$ cat src/hw/rtl/hsb_to_rgb_converter_macros.svh
// Assertion helpers for the HSB to RGB converter.
// All checks are clocked on aclk and are off while aresetn is low.
`ifndef HSB_TO_RGB_CONVERTER_MACROS_SVH
`define HSB_TO_RGB_CONVERTER_MACROS_SVH

// Same-cycle implication.
`define HSBRGB_ASSERT_IMPL(label, ante, cons, msg) \
    label: assert property (@(posedge aclk) disable iff (!aresetn) (ante) |-> (cons)) \
        else $error(msg);

// Next-cycle implication.
`define HSBRGB_ASSERT_NEXT(label, ante, cons, msg) \
    label: assert property (@(posedge aclk) disable iff (!aresetn) (ante) |=> (cons)) \
        else $error(msg);

`endif

$ cat src/hw/rtl/hsbrgb_pkg.sv
`default_nettype none

package hsbrgb_pkg;

    localparam logic [9:0] HUE_MAX = 10'd359;
    localparam logic [6:0] PCT_MAX = 7'd99;

    // V = floor(br * 255 / 99) = (br * 2700960) >> 20, exact for br <= 99
    localparam logic [21:0] V_SCALE = 22'd2700960;
    localparam int unsigned V_SHIFT = 20;

    // floor(x / 100) = (x * 5243) >> 19, exact for x < 43690
    localparam logic [12:0] RECIP_100 = 13'd5243;
    localparam int unsigned SHIFT_100 = 19;

    // floor(x / 6000) = ((x >> 4) * 89479) >> 25, exact for (x >> 4) < 173855
    localparam logic [16:0] RECIP_375 = 17'd89479;
    localparam int unsigned SHIFT_375 = 25;

    localparam logic [12:0] FULL_SCALE = 13'd6000;

    typedef logic [7:0]  level_t;
    typedef logic [14:0] prod_p_t;
    typedef logic [20:0] prod_qt_t;

endpackage

`default_nettype wire

$ cat src/hw/rtl/hsbrgb_divc.sv
`default_nettype none

// Constant division of the three scaled products by reciprocal multiply.
// One register stage holds the products; the shifts on the output are wiring.
module hsbrgb_divc import hsbrgb_pkg::*; (
    input  wire logic     aclk,
    input  wire logic     en,
    input  wire prod_p_t  prod_p,
    input  wire prod_qt_t prod_q,
    input  wire prod_qt_t prod_t,
    output level_t        quo_p,
    output level_t        quo_q,
    output level_t        quo_t
);

    logic [27:0] mul_p_reg;
    logic [33:0] mul_q_reg;
    logic [33:0] mul_t_reg;
    logic [27:0] mul_p_next;
    logic [33:0] mul_q_next;
    logic [33:0] mul_t_next;

    always_comb begin
        mul_p_next = 28'(prod_p) * 28'(RECIP_100);
        // divide by 16 first, then by 375
        mul_q_next = 34'(prod_q[20:4]) * 34'(RECIP_375);
        mul_t_next = 34'(prod_t[20:4]) * 34'(RECIP_375);
    end

    always_ff @(posedge aclk) begin
        if (en) begin
            mul_p_reg <= mul_p_next;
            mul_q_reg <= mul_q_next;
            mul_t_reg <= mul_t_next;
        end
    end

    assign quo_p = mul_p_reg[SHIFT_100 +: 8];
    assign quo_q = mul_q_reg[SHIFT_375 +: 8];
    assign quo_t = mul_t_reg[SHIFT_375 +: 8];

endmodule

`default_nettype wire

$ cat src/hw/rtl/hsb_to_rgb_converter.sv
`default_nettype none
`include "hsb_to_rgb_converter_macros.svh"

// HSB to RGB converter: hue (degrees, clamped to 359), saturation and brightness
// (percent, clamped to 99) in, one RGB byte triple out per request. Five register
// stages (clamp and peak level, coefficients, scaling multiply, reciprocal divide,
// sector select); while the output is not stalled, a new request is taken every
// cycle. Each stage has its own valid bit and loads when it is empty or its
// successor moves, so bubbles close up under back pressure and requests are taken
// as long as any stage has room.
module hsb_to_rgb_converter import hsbrgb_pkg::*; (
    input  wire logic       aclk,
    input  wire logic       aresetn,
    input  wire logic       s_valid,
    output logic            s_ready,
    input  wire logic [9:0] s_hue,
    input  wire logic [6:0] s_saturation,
    input  wire logic [6:0] s_brightness,
    output logic            m_valid,
    input  wire logic       m_ready,
    output logic [7:0]      m_red,
    output logic [7:0]      m_green,
    output logic [7:0]      m_blue
);

    typedef enum logic [2:0] {
        SEC_R_TO_Y,
        SEC_Y_TO_G,
        SEC_G_TO_C,
        SEC_C_TO_B,
        SEC_B_TO_M,
        SEC_M_TO_R
    } sector_t;

    // stage enables
    logic en1, en2, en3, en4, en5;
    logic vld1_reg, vld2_reg, vld3_reg, vld4_reg, m_valid_reg;

    assign en5     = !m_valid_reg || m_ready;
    assign en4     = !vld4_reg || en5;
    assign en3     = !vld3_reg || en4;
    assign en2     = !vld2_reg || en3;
    assign en1     = !vld1_reg || en2;
    assign s_ready = en1;
    assign m_valid = m_valid_reg;

    always_ff @(posedge aclk) begin
        if (!aresetn) begin
            vld1_reg    <= 1'b0;
            vld2_reg    <= 1'b0;
            vld3_reg    <= 1'b0;
            vld4_reg    <= 1'b0;
            m_valid_reg <= 1'b0;
        end else begin
            if (en1) vld1_reg    <= s_valid;
            if (en2) vld2_reg    <= vld1_reg;
            if (en3) vld3_reg    <= vld2_reg;
            if (en4) vld4_reg    <= vld3_reg;
            if (en5) m_valid_reg <= vld4_reg;
        end
    end

    // ---- stage 1: clamp, peak level, sector split
    logic [8:0]  hue_c;
    logic [6:0]  sat_c;
    logic [6:0]  br_c;
    logic [28:0] v_mul;
    sector_t     sec1_next;
    logic [8:0]  base1;
    logic [5:0]  rem1_next;

    sector_t     sec1_reg;
    logic [5:0]  rem1_reg;
    logic [6:0]  sat1_reg;
    level_t      v1_reg;

    always_comb begin
        hue_c = (s_hue > HUE_MAX) ? HUE_MAX[8:0] : s_hue[8:0];
        sat_c = (s_saturation > PCT_MAX) ? PCT_MAX : s_saturation;
        br_c  = (s_brightness > PCT_MAX) ? PCT_MAX : s_brightness;
        v_mul = 29'(br_c) * 29'(V_SCALE);

        if (hue_c < 9'd60)       sec1_next = SEC_R_TO_Y;
        else if (hue_c < 9'd120) sec1_next = SEC_Y_TO_G;
        else if (hue_c < 9'd180) sec1_next = SEC_G_TO_C;
        else if (hue_c < 9'd240) sec1_next = SEC_C_TO_B;
        else if (hue_c < 9'd300) sec1_next = SEC_B_TO_M;
        else                     sec1_next = SEC_M_TO_R;

        case (sec1_next)
            SEC_R_TO_Y: base1 = 9'd0;
            SEC_Y_TO_G: base1 = 9'd60;
            SEC_G_TO_C: base1 = 9'd120;
            SEC_C_TO_B: base1 = 9'd180;
            SEC_B_TO_M: base1 = 9'd240;
            default:    base1 = 9'd300;
        endcase
        rem1_next = 6'(hue_c - base1);
    end

    always_ff @(posedge aclk) begin
        if (en1) begin
            sec1_reg <= sec1_next;
            rem1_reg <= rem1_next;
            sat1_reg <= sat_c;
            v1_reg   <= v_mul[V_SHIFT +: 8];
        end
    end

    // ---- stage 2: weights for p, q, t
    logic [12:0] srem;
    logic [12:0] sinv;
    sector_t     sec2_reg;
    level_t      v2_reg;
    logic [6:0]  kp2_reg;
    logic [12:0] kq2_reg;
    logic [12:0] kt2_reg;

    always_comb begin
        srem = 13'(sat1_reg) * 13'(rem1_reg);
        sinv = 13'(sat1_reg) * 13'(6'd60 - rem1_reg);
    end

    always_ff @(posedge aclk) begin
        if (en2) begin
            sec2_reg <= sec1_reg;
            v2_reg   <= v1_reg;
            kp2_reg  <= 7'd100 - sat1_reg;
            kq2_reg  <= FULL_SCALE - srem;
            kt2_reg  <= FULL_SCALE - sinv;
        end
    end

    // ---- stage 3: scale by peak level
    sector_t  sec3_reg;
    level_t   v3_reg;
    prod_p_t  prod_p3_reg;
    prod_qt_t prod_q3_reg;
    prod_qt_t prod_t3_reg;

    always_ff @(posedge aclk) begin
        if (en3) begin
            sec3_reg    <= sec2_reg;
            v3_reg      <= v2_reg;
            prod_p3_reg <= 15'(v2_reg) * 15'(kp2_reg);
            prod_q3_reg <= 21'(v2_reg) * 21'(kq2_reg);
            prod_t3_reg <= 21'(v2_reg) * 21'(kt2_reg);
        end
    end

    // ---- stage 4: constant division
    sector_t sec4_reg;
    level_t  v4_reg;
    level_t  p4, q4, t4;

    always_ff @(posedge aclk) begin
        if (en4) begin
            sec4_reg <= sec3_reg;
            v4_reg   <= v3_reg;
        end
    end

    hsbrgb_divc u_divc (
        .aclk   (aclk),
        .en     (en4),
        .prod_p (prod_p3_reg),
        .prod_q (prod_q3_reg),
        .prod_t (prod_t3_reg),
        .quo_p  (p4),
        .quo_q  (q4),
        .quo_t  (t4)
    );

    // ---- stage 5: sector select into output register
    // black and grey fall out of the general case: V = 0, or p = q = t = V
    level_t red_next, green_next, blue_next;

    always_comb begin
        case (sec4_reg)
            SEC_R_TO_Y: begin red_next = v4_reg; green_next = t4; blue_next = p4; end
            SEC_Y_TO_G: begin red_next = q4; green_next = v4_reg; blue_next = p4; end
            SEC_G_TO_C: begin red_next = p4; green_next = v4_reg; blue_next = t4; end
            SEC_C_TO_B: begin red_next = p4; green_next = q4; blue_next = v4_reg; end
            SEC_B_TO_M: begin red_next = t4; green_next = p4; blue_next = v4_reg; end
            default:    begin red_next = v4_reg; green_next = p4; blue_next = q4; end
        endcase
    end

    logic [7:0] red_reg, green_reg, blue_reg;

    always_ff @(posedge aclk) begin
        if (en5) begin
            red_reg   <= red_next;
            green_reg <= green_next;
            blue_reg  <= blue_next;
        end
    end

    assign m_red   = red_reg;
    assign m_green = green_reg;
    assign m_blue  = blue_reg;

    `HSBRGB_ASSERT_NEXT(a_request_lands, s_valid && s_ready, vld1_reg,
                        "accepted request lost at stage 1")
    `HSBRGB_ASSERT_IMPL(a_rem_range, vld1_reg, rem1_reg <= 6'd59, "hue remainder out of range")
    `HSBRGB_ASSERT_IMPL(a_weight_range, vld2_reg,
                        kq2_reg >= 13'd159 && kt2_reg >= 13'd60 && kp2_reg >= 7'd1,
                        "p/q/t weight out of range")
    `HSBRGB_ASSERT_NEXT(a_stall_holds, vld4_reg && !en4,
                        vld4_reg && $stable(sec4_reg) && $stable(v4_reg),
                        "stage 4 changed while stalled")

endmodule

`default_nettype wire

$ cat config.mk
export PLATFORM = sky130hd
export DESIGN_NAME = hsb_to_rgb_converter
export DESIGN_NICKNAME = d
export VERILOG_FILES = /design/src/hw/rtl/hsbrgb_pkg.sv /design/src/hw/rtl/hsbrgb_divc.sv /design/src/hw/rtl/hsb_to_rgb_converter.sv
export VERILOG_INCLUDE_DIRS = /design/src /design/src/hw/rtl
export SDC_FILE = /design/constraint.sdc
export NUM_CORES = 2
export LEC_CHECK = 0
export ABC_AREA = 0
export BUFFER_PORTS_ARGS = -buffer_cell sky130_fd_sc_hd__buf_4
export CORE_ASPECT_RATIO = 1.25
export CORE_UTILIZATION = 59
export CTS_CLUSTER_DIAMETER = 120
export DETAILED_ROUTE_END_ITERATION = 8
export HOLD_SLACK_MARGIN = 0.15
export PLACE_DENSITY = 0.75
export SLEW_MARGIN = 20
export SYNTH_ARGS = -nofsm -noshare
export SYNTH_HDL_FRONTEND = slang
export SYNTH_SLANG_ARGS = --single-unit
export TNS_END_PERCENT = 20
$ cat constraint.sdc
create_clock -name aclk -period 14.9 [get_ports aclk]
set_input_delay 2.98 -clock aclk [delete_from_list [all_inputs] [get_ports aclk]]
set_output_delay 2.98 -clock aclk [all_outputs]
set_load 0.005 [all_outputs]
==> metrics.txt <==
FF-to-FF path depth=19; setup_tns=0 ns; Synth area leaders=fa_1 (30%), ha_1 (22%), edfxtp_1 (17%), inv_1 (9.6%), and2_1 (3.5%); Mapped Nets=4450; setup repair bufs after CTS=0; clock root buffer=clkbuf_16; Slew Limit Fails=0; DR DRC count=0; largest net degree at the start of global routing=61; vias in the first global route=23500; register area share after synthesis=17.0%; port bufs=53; Critical Path Source=s_brightness[5]; ANT nets after route=0; Seq cells post-synth=191; status=completed; synth unique cells=64; post-cts sizing count=0; post-layout instance area=35300 sq um; fmax=129 MHz; CP max FO=9; Congestion Overflow GR=0; Max-Cap Viols=0; Layout area overhead=5.60%; Startpoint Class=primary input; Vert. Die Dim=268 um; HP Class=reg -> reg; Top Ports=54; DRT Wirelength=63700 um; fin crit share=52.0%; Hold Startpoint=v1_reg[5]; Slew headroom=32.3%; num rows=97; Hold Path Depth=0; Chip Width=215 um; Worst-Skew Late Latency=0.51 ns; vias=21900; Tightest Pin Transition=1.01 ns; clock skew=0.0168 ns; Placer Congestion=0.942; first-pass GRT wire length=109000 um; worst-case clock buffer depth=2; core outline area=55900 sq um; Yosys warnings=0; WS Path Type=in -> reg; commonest non-fill, non-tap cell in the layout=inv_1; diode count=0; total track usage=23.7%; Initial Utilization=59.7%; H-tree depth=4; CTS Hold Bufs=0; nets@finish=4479; Post-Syn Area=33400 sq um; share of layout cells above drive strength 1=3.96%; Clock transition at path regs=0.09 ns; unrepaired setup endpoints after global routing=no; Cells after Synth=3320; CTS tree=built; final hold violations=0; Post-synth ARST share=0%; commonest non-fill, non-tap cells in the layout=inv_1 (856), ha_1 (598), fa_1 (504); Detail Placement HPWL=54200 um; Tmin final=7.75 ns; CP endpoint kind=register; Placement Cell Area=34600 sq um; number of flops mapped to enable cells by yosys=186; CTS Buf Count=17; CP required=15.16 ns; R2R Path Start=prod_q3_reg[5]; Pre-antenna DRT Iters=5; initial antenna violation count=0; Die ar.=57600 sq um; CP arrival=8.01 ns; DRT iter0 DRCs=1049; synthesized area per cell=10.1 sq um; Yosys top cell by area=fa_1; routed len/inst=15.5 um; # setup viols final=0; top-area cell type share of the netlist area=30.2%; Num Clock Sinks=191; drt via density=5.33; main flop type after synthesis=edfxtp_1
## kinds of logic (layout without fill, tap and decap cells)
| logic type | Yosys count | after routing | synth area share (%) |
|---|---|---|---|
| muxes | 41 | 41 | 1.30 |
| adders and majority gates | 1102 | 1102 | 52.6 |
| xor gates and xnor gates | 112 | 112 | 2.94 |
| DFF | 191 | 191 | 17.0 |
| and+or+nand+nor | 632 | 632 | 9.60 |
| AOI/OAI and AO/OA | 328 | 328 | 6.27 |
| buffers and inverters | 914 | 956 | 10.3 |
## worst max-delay path, stage by stage
cell and delay, ns:
buf_4 0.14, nand2_1 0.12, or2_2 0.31, nand2b_1 0.17
ha_1 0.33, ha_1 0.32, fa_1 0.52, inv_1 0.06
fa_1 0.50, inv_1 0.04, ha_1 0.30, a21o_1 0.16
a21oi_1 0.24, o211ai_1 0.19, a211oi_1 0.35, o21ai_0 0.28
o41ai_1 0.69, o21bai_1 0.15, xor2_1 0.16
## metal layers
layer  global-route usage (%)  vias up  wire, um  part of all wire (%)
met5                        0        -         0                     0
met4                     8.46        0      1740                   2.7
met3                     3.20       91      2110                   3.3
met2                     43.0      373     32400                    51
met1                     28.8    10800     27400                    43
li1                         -    10600         -                     -
## area by class of cell
cell class	count	area [sq um]
Fill cell	4490	20700
Sequential cell	191	5690
Clock buffer	17	425
Clock inverter	15	228
Timing Repair Buffer	67	503
Tap cell	742	928
Inverter	857	3220
Multi-Input combinational cell	2215	24300
## cells in the mapped netlist, drive strengths merged (30+ instances only)
library cell,n
a21oi,108
clkbuf,55
ha,598
nand3,31
nor2b,32
xor2,30
and2,185
o21ai,65
fa,504
nand2,221
edfxtp,186
xnor2,82
inv,857
nor3,38
nor2,59
## path summary, 6_finish.rpt
path	endpoint	slack, ns
worst max-delay path	v1_reg[6]	7.15
worst min register to register	v2_reg[5]	0.43
worst max register to register	u_divc.mul_q_reg[32]	9.01
worst min-delay path	v2_reg[5]	0.43
## metrics by stage
| stage | instances | hold WS (ns) | utilization, % | setup slack, ns |
|---|---|---|---|---|
| floorplan | 3320 | 0.400 | - | 7.54 |
| global placement | 4072 | 0.402 | 61.9 | 6.66 |
| detailed placement | 4072 | 0.409 | 61.9 | 6.55 |
| CTS | 4104 | 0.429 | 63.1 | 7.09 |
| global route | 4104 | 0.435 | 63.1 | 6.72 |
| finish | 4104 | 0.426 | 63.1 | 7.15 |
Power is left out: the tool's default activity adds up to more than one toggle a clock period on the data nets, which glitch-free logic cannot reach.
